<file path="src/mwsm_pkg.sv">
// Package: shared types, constants and register indexes of the wheel speed mixer.
package mwsm_pkg;

  localparam int unsigned CFG_IDX_W  = 3;
  localparam int unsigned CFG_DATA_W = 24;

  localparam logic [CFG_IDX_W-1:0] REG_BASE_PLUS_TRACK = 3'd0;
  localparam logic [CFG_IDX_W-1:0] REG_CENTER_X_OFFSET = 3'd1;
  localparam logic [CFG_IDX_W-1:0] REG_CENTER_Y_OFFSET = 3'd2;
  localparam logic [CFG_IDX_W-1:0] REG_RPM_RATIO       = 3'd3;
  localparam logic [CFG_IDX_W-1:0] REG_LIMIT_VX        = 3'd4;
  localparam logic [CFG_IDX_W-1:0] REG_LIMIT_VY        = 3'd5;
  localparam logic [CFG_IDX_W-1:0] REG_LIMIT_VW        = 3'd6;
  localparam logic [CFG_IDX_W-1:0] REG_LIMIT_WHEEL     = 3'd7;

  localparam logic signed [11:0] DEG2RAD_Q16 = 12'sd1144;

  // raw wheel speed: |lin - rot| < 2^26, times ratio < 2^24, over 2^24 -> fits 28 bits signed
  localparam int unsigned RAW_W = 28;
  localparam int unsigned MAG_W = RAW_W - 1;

  // clamped command as handed from front to back
  typedef struct packed {
    logic signed [15:0] vx;
    logic signed [15:0] vy;
    logic signed [15:0] vw;
  } cmd_t;

  typedef struct packed {
    logic [12:0]        base_plus_track;
    logic signed [11:0] center_x_offset;
    logic signed [11:0] center_y_offset;
    logic [23:0]        rpm_ratio;
    logic [14:0]        limit_wheel;
  } geom_t;

  // all four wheels' raw speed record, with peak and limit, headed for the scaler
  typedef struct packed {
    logic signed [RAW_W-1:0] raw0;
    logic signed [RAW_W-1:0] raw1;
    logic signed [RAW_W-1:0] raw2;
    logic signed [RAW_W-1:0] raw3;
    logic [MAG_W-1:0]        mag;
    logic [14:0]             lim;
  } mix_t;

endpackage

</file>
<file path="src/mwsm_front.sv">
// Front end: clamps each accepted command to its limits and queues it.
module mwsm_front
  import mwsm_pkg::*;
(
  input  logic               clk,
  input  logic               rst,
  input  logic               start,
  input  logic signed [15:0] speed_x,
  input  logic signed [15:0] speed_y,
  input  logic signed [15:0] speed_w,
  input  logic [14:0]        limit_vx,
  input  logic [14:0]        limit_vy,
  input  logic [14:0]        limit_vw,
  output logic               cmd_valid,
  output cmd_t               cmd
);

  function automatic logic signed [15:0] clampsym(logic signed [15:0] v, logic [14:0] lim);
    logic signed [16:0] l;
    logic signed [16:0] w;
    begin
      l = {2'b00, lim};
      w = {v[15], v};
      if (w > l) clampsym = l[15:0];
      else if (w < -l) clampsym = 16'(-l);
      else clampsym = v;
    end
  endfunction

  // one stage queue register; back end never stalls, so it drains each cycle
  always_ff @(posedge clk) begin
    if (rst) begin
      cmd_valid <= 1'b0;
    end else begin
      cmd_valid <= start;
    end
    cmd.vx <= clampsym(speed_x, limit_vx);
    cmd.vy <= clampsym(speed_y, limit_vy);
    cmd.vw <= clampsym(speed_w, limit_vw);
  end

endmodule

</file>
<file path="config.mk">
export PLATFORM = sky130hd
export DESIGN_NAME = mwsm_front
export DESIGN_NICKNAME = d
export VERILOG_FILES = /design/src/mwsm_pkg.sv /design/src/mwsm_front.sv
export SDC_FILE = /design/constraint.sdc
export NUM_CORES = 1
export LEC_CHECK = 0
export BUFFER_PORTS_ARGS = -buffer_cell sky130_fd_sc_hd__buf_2
export CAP_MARGIN = 0
export CORE_MARGIN = 2
export CORE_UTILIZATION = 54
export CTS_CLUSTER_DIAMETER = 40
export DETAILED_ROUTE_END_ITERATION = 10
export PLACE_DENSITY = 0.92
export REMOVE_ABC_BUFFERS = 1
export SETUP_SLACK_MARGIN = 0.02
export SYNTH_ARGS = -nofsm -noshare
export SYNTH_HDL_FRONTEND = slang
export SYNTH_SLANG_ARGS = --single-unit
</file>
<file path="constraint.sdc">
create_clock -name clk -period 5.8 [get_ports clk]
set_clock_uncertainty 0.15 [all_clocks]
set_input_delay 0.58 -clock clk [delete_from_list [all_inputs] [get_ports clk]]
set_output_delay 0.58 -clock clk [all_outputs]
set_load 0.01 [all_outputs]
</file>
# --- After elaboration in Yosys (flattened, before gate mapping) ---
# Cells that the tools add are included.
word_totals:
  register_bits: 49
  inputBits: 96
  output_inout_bits: 49
  word_cells: 22
op_classes:
  addsub: 3
  order_cmp: 6
  muxes: 6
ops:
  columns: ["operator", "n"]
  rows:
  - ["16-bit by 17-bit less-than comparator with 1-bit output", 3]
  - ["15-bit negator with 17-bit output", 3]
  - ["16-bit greater-than comparator", 3]
  - ["16-bit 2-to-1 mux", 3]
  - ["15-bit 2-to-1 mux", 3]

# --- Longest topological paths before layout ---
# Gate-level depths: netlist of run 1.
depth:
  ltp_word: 4
  mapped_depth: 18

# --- Least setup slack after synthesis of run 1 ---
# No wires, ideal clock.
synth_timing:
  path_type: "input -> register"
  from: "in limit_vy[1]"
  to: "reg cmd[29] in the netlist's numbering"
  t_arrival_ns: 3.943
  setup_slack_ns: 1.590
  cell_stages: 17
  path_buffers: 2
  path_cell_list: "inv_1 -> ha_1 -> or3b_1 -> clkbuf_1 -> nor3_2 -> nand4_2 -> or3_1 -> xnor2_1 -> ha_1 -> a21oi_1 -> o21ai_0 -> a21oi_1 -> nor2b_1 -> a311oi_2 -> buf_4 -> mux2_2 -> o22a_1"
synth_between:
  elab_chain_cells: 4
synth_rtl:
  columns: ["item", "line_no", "rtl"]
  rows:
  - ["start, declared", "mwsm_front.sv:12", "input logic [14:0] limit_vy,"]
  - ["15-bit negator with 17-bit output", "mwsm_front.sv:25", "else if (w < -l) clampsym = 16'(-l);"]
  - ["16-bit by 17-bit less-than comparator with 1-bit output", "mwsm_front.sv:25", null]
  - ["16-bit 2-to-1 mux", "mwsm_front.sv:25", null]
  - ["15-bit 2-to-1 mux *", "mwsm_front.sv:24", "if (w > l) clampsym = l[15:0];"]
  - ["end, declared", "mwsm_front.sv:15", "output cmd_t cmd"]
# Mark *: on every way between the ends. The rest lies on a longest branch, timed or not.
# A chain may end at the register's enable or synchronous reset.

# --- Worst setup path in the final report of run 1 ---
layout_timing:
  from: "in limit_vy[1]"
  to: "reg cmd[18] in the netlist's numbering"
# The elaborated chain is that of the path after synthesis.

==> out/metrics.yaml, run 1 <==
floorplan:
  start_util: 0.5508
  die_area_sq_um: 10640
  io_pins: 145
  die_h_um: 103.2
  coreArea_sq_um: 9639
  die_w_um: 103.2
  row_count: 36
cts:
  path_clk_slew_ps: 100
  cts_inserted_buffers: 5
  cts_sinks: 49
  ctsHoldBuffers: 0
  postCtsSetupBuffers: 0
  cts_max_level: 2
  cts_resized: 0
  cts_buffer_depth: 2
  cts_tree: "built"
  root_buffer: "clkbuf_8"
placed_design:
  portBuffers: 144
  routabilityCongestion: 0.9555
  post_dp_cell_area_sq_um: 6156
  dpl.hpwl_mm: 11.27
  dpl_worst_slack_ps: 978.1
  dp.cells: 912
logic_synthesis:
  ys_seq_area_frac: 0.1848
  synth_edf_count: 0
  syn_avg_cell_area_sq_um: 8.155
  syn_area_sq_um: 5309
  synth_warnings: 0
  syn_inst: 651
  synth_flop_cell: "dfxtp_1"
  postSynth.asyncResetShare: 0
  synth-seq-cells: 49
  synth.distinct_cells: 62
timing:
  finalSetupTns_ps: 0
  tightestPinTransition_ps: 1202
  setup_viol: 0
  min_period_ps: 4569
  min_period_over_period: 0.7877
  fmax_mhz: 218.9
  hold_viol: 0
  slew_viol_final: 0
  whs_ps: 291.9
  fin_ws_ps: 1231
  rsz0062_at_grt: "false"
  slew-limit-headroom: 0.1987
power:
  ir_drop_v: 0.00009901
  total_power_mw: 1.092
  powerDensity_nw_per_um2: 174.3
  p_leak_nw: 3.042
setup_path:
  path_cells: "buf_2 > inv_1 > ha_1 > or3b_1 > nor3_2 > nand4_2 > or3_1 > xnor2_1 > ha_1 > a21oi_1 > o21ai_0 > a21oi_1 > nor2b_1 > a311oi_4 > buf_4 > mux2_2 > o22a_1"
  critPathMaxFanout: 25
  worstPathArrival_ps: 4630
  start_kind: "primary input"
  crit_required_ps: 5860
  cpLargestDelayFamily: "simple AND/OR/NAND/NOR gates"
  cp_num_buf_inv: 3
  path_class: "in2reg"
  crit_path_end_kind: "flop"
  max_stage_delay_ps: 470
  critPathSlowestCell: "or3b_1"
grt:
  overflow: 0
  grt_use_met3: 0.04068
  grt.met1_usage: 0.3250
  grt_pass1_vias: 4988
  met2_usage: 0.4321
  grt_pass1_wl_mm: 21.89
  track_usage: 0.2513
  grt-busiest-layer: "met2"
  antenna_found_initial: 0
  grt_max_degree: 32
flow_run:
  drv_cap: 0
final_layout:
  final_common_cell: "buf_2"
  antenna_cells: 0
  syn2layout_area_growth_pct: 18.08
  stdcell_area_sq_um: 6269
  nets: 978
  drive_above_1_share: 0.2351
  layout_common_cells: "buf_2, ha_1, inv_1"
  final_cell_count_no_fill: 920
  final_util: 0.6503
  num-fill-cells: 834
detailed_routing:
  vias_per_cell: 5.858
  wl_mm: 13.49
  wl_per_cell_um: 14.66
  dr.pass1.iters: 5
  post-route-drc-count: 0
  drtIter0Drc: 173
  num_vias: 5389
  drtAntennaViolNets: 0
hold_path:
  worstHoldPathType: "in2reg"
status:
  status: "completed"
==> cell type report <==
cell class,count,area (sq um),share of cell area
multi-input combinational,521,4018,0.6409
sequential,49,980.9,0.1565
timing repair buffer,151,773.2,0.1234
inverter,58,217.7,0.03473
tap,133,166.4,0.02655
clock buffer,5,68.82,0.01098
clock inverter,3,43.79,0.006986
==> layer usage <==
layer,wire (um),share of wire
met2,6475,0.48
met4,225,0.017
met3,935,0.069
met5,0,0
met1,5850,0.43
==> synthesized netlist by cell type, drive strengths merged, types with 6 or more instances <==
master,n,area share
mux2i,20,0.038
nand3,12,0.012
xnor2,28,0.046
o22a,15,0.025
buf,13,0.017
inv,58,0.041
mux2,8,0.017
ha,96,0.23
a211oi,10,0.014
o21ai,26,0.025
o211ai,8,0.011
nand2b,7,0.0082
nor3,18,0.020
a31oi,12,0.014
clkbuf,10,0.0071
o2bb2a,12,0.023
nor2,49,0.035
nor2b,7,0.0082
nand2,45,0.032
a21oi,49,0.046
nand4,22,0.027
o22ai,8,0.0094
dfxtp,49,0.18
a221o,6,0.011
==> where the power goes <==
group          switching [mW]  leakage, nW  total (mW)  internal, mW
clock network           0.125       0.0585       0.254         0.130
registers              0.0119        0.413       0.396         0.384
logic                   0.244         2.57       0.442         0.198
==> flip-flops by register name, summed over array words and instances (netlist names) <==
name,cells
cmd,48
cmd_valid,1
==> path summary, 6_finish.rpt <==
| path | to | from | cells past startpoint | slack (ps) |
|---|---|---|---|---|
| max | cmd[18] | limit_vy[1] | 17 | 1230 |
| min | cmd_valid | rst | 2 | 290 |
==> cell families (layout without fill, tap and decap cells) <==
kind of cell,count (synthesis),after routing,synth area share
AOI/OAI and AO/OA,176,176,0.2281
xor gates and xnor gates,31,31,0.05114
adders and majority gates,96,96,0.2263
buffers and inverters,81,217,0.06481
DFF,49,49,0.1848
muxes,28,28,0.05468
and+or+nand+nor,190,190,0.1902
Note: power is estimated with default switching activity, not from simulation.
==> run 2: changes to the inputs <==
CORE_UTILIZATION = 49   (was 54)
PLACE_DENSITY = 0.88   (was 0.92)
clock period = 3.8 ns   (was 5.8 ns; I/O delays follow)
==> out/metrics.yaml, run 2 (synthesis results as in run 1) <==
status:
  status: "finished, violations left"
  violations: "negative setup slack"
placed_design:
  post_dp_cell_area_sq_um: 6700
  dpl.hpwl_mm: 12.08
  dp.cells: 982
  portBuffers: 144
  routabilityCongestion: 0.9219
timing:
  finalSetupTns_ps: -18.04
  hold_viol: 0
  fmax_mhz: 261.9
  slew-limit-headroom: 0.5360
  min_period_ps: 3818
  tightestPinTransition_ps: 696.0
  min_period_over_period: 1.005
  setup_viol: 1
  slew_viol_final: 0
  fin_ws_ps: -18.04
  rsz0062_at_grt: "true"
grt:
  overflow: 0
  grt_max_degree: 26
  grt_pass1_wl_mm: 23.97
  track_usage: 0.2507
  antenna_found_initial: 0
  grt_pass1_vias: 5437
setup_path:
  worstPathArrival_ps: 3900
  start_kind: "primary input"
  max_stage_delay_ps: 410
  path_cells: "buf_2 > inv_1 > ha_1 > or3b_4 > nor3_4 > nand4_2 > or3_4 > xnor2_2 > ha_1 > a21oi_1 > o21ai_1 > a21oi_2 > nor2b_1 > a311oi_4 > buf_12 > buf_4 > mux2i_1 > o2bb2a_1"
  cpLargestDelayFamily: "simple AND/OR/NAND/NOR gates"
  crit_required_ps: 3880
  critPathSlowestCell: "or3b_4"
  crit_top_cell: "ha_1"
  critPathMaxFanout: 8
  cp_num_buf_inv: 4
  crit_path_start: "limit_vy[1]"
  crit_path_end_kind: "flop"
  path_class: "in2reg"
detailed_routing:
  vias_per_cell: 5.760
  drtAntennaViolNets: 0
  post-route-drc-count: 0
  dr.pass1.iters: 5
  num_vias: 5714
  wl_mm: 15.01
  drtIter0Drc: 335
  wl_per_cell_um: 15.13
power:
  intPower_mw: 1.099
  powerDensity_nw_per_um2: 248.6
  total_power_mw: 1.707
  pwr-share-clk: 0.210
  power_switching_mw: 0.6075
  combinationalPowerShare: 0.436
  seqPwrFrac: 0.354
  switching_share: 0.3559
  ir_drop_v: 0.0001557
  p_leak_nw: 3.396
hold_path:
  hp-start: "rst"
  whs_path_depth: 2
  worstHoldPathType: "in2reg"
  hold_end: "cmd_valid"
final_layout:
  final_util: 0.6418
  final_cell_count_no_fill: 992
  antenna_cells: 0
  top_register: "cmd"
  largest_reg_flops: 48
  nets: 1043
  final_common_cell: "buf_2"
  drive_above_1_share: 0.3040
  stdcell_area_sq_um: 6865
  top_regs: "cmd (48), cmd_valid (1)"
  layout_common_cells: "buf_2, ha_1, buf_4, inv_1, dfxtp_1"
  syn2layout_area_growth_pct: 29.32
cts:
  cts_buffer_depth: 2
  cts_sinks: 49
  cts_inserted_buffers: 5
  cts_max_level: 2
  cts_tree: "built"
  path_clk_slew_ps: 100
  root_buffer: "clkbuf_8"
floorplan:
  die_h_um: 108.1
  row_count: 38
  die_area_sq_um: 11680
  start_util: 0.4963
  io_pins: 145
  die_w_um: 108.1
  coreArea_sq_um: 10700
flow_run:
  drv_cap: 0
-- run 2: power by group through the flow --
stage | clock network (mW) | registers, mW | logic, mW
floorplan | 0 | 0.656 | 0.366
global placement | 0 | 0.616 | 0.705
detailed placement | 0 | 0.616 | 0.724
CTS | 0.377 | 0.605 | 0.730
global route | 0.390 | 0.610 | 0.825
finish | 0.359 | 0.604 | 0.744
-- run 2: per-stage QoR --
stage | hold slack, ps | setup slack [ps]
final | 72.02 | -18.04
after global routing | 61.86 | -193.8
after CTS | 54.86 | 123.8
after detailed placement | 418.6 | -201.1
after global placement | 422.6 | -122.2
after floorplan | 301.6 | -1001
-- run 2: what timing repair did --
action / in CTS / in global routing
endpoints found under the setup margin: 0 / 17
endpoints found under the hold margin: 0 / 0
resized for setup: 0 / 14
buffers inserted: 0 / 2
hold buffers: 0 / 0
-- run 2: how the worst max path moves through the flow --
stage	to	slack, ps	cells after the start
CTS	cmd[27]	120	17
floorplan	cmd[27]	-1000	15
global placement	cmd[27]	-120	17
detailed placement	cmd[27]	-200	17
finish	cmd[30]	-20	18
global route	cmd[30]	-190	18
-- run 2: routing by layer --
metal	up-vias	track usage	wire, um
met1	2626	0.3093	6455
li1	2818	-	-
met5	-	0	0
met3	44	0.04099	939
met4	0	0.1090	477
met2	226	0.4299	7132
-- run 2: layout make-up --
class	count	area, sq um
clock buffers	7	96.34
clock inverters	1	5.005
fillers	877	3832
inverters	58	217.7
multi-input cells	521	4063
flip-flops and latches	49	980.9
well taps	140	175.2
repair buffers	216	1328
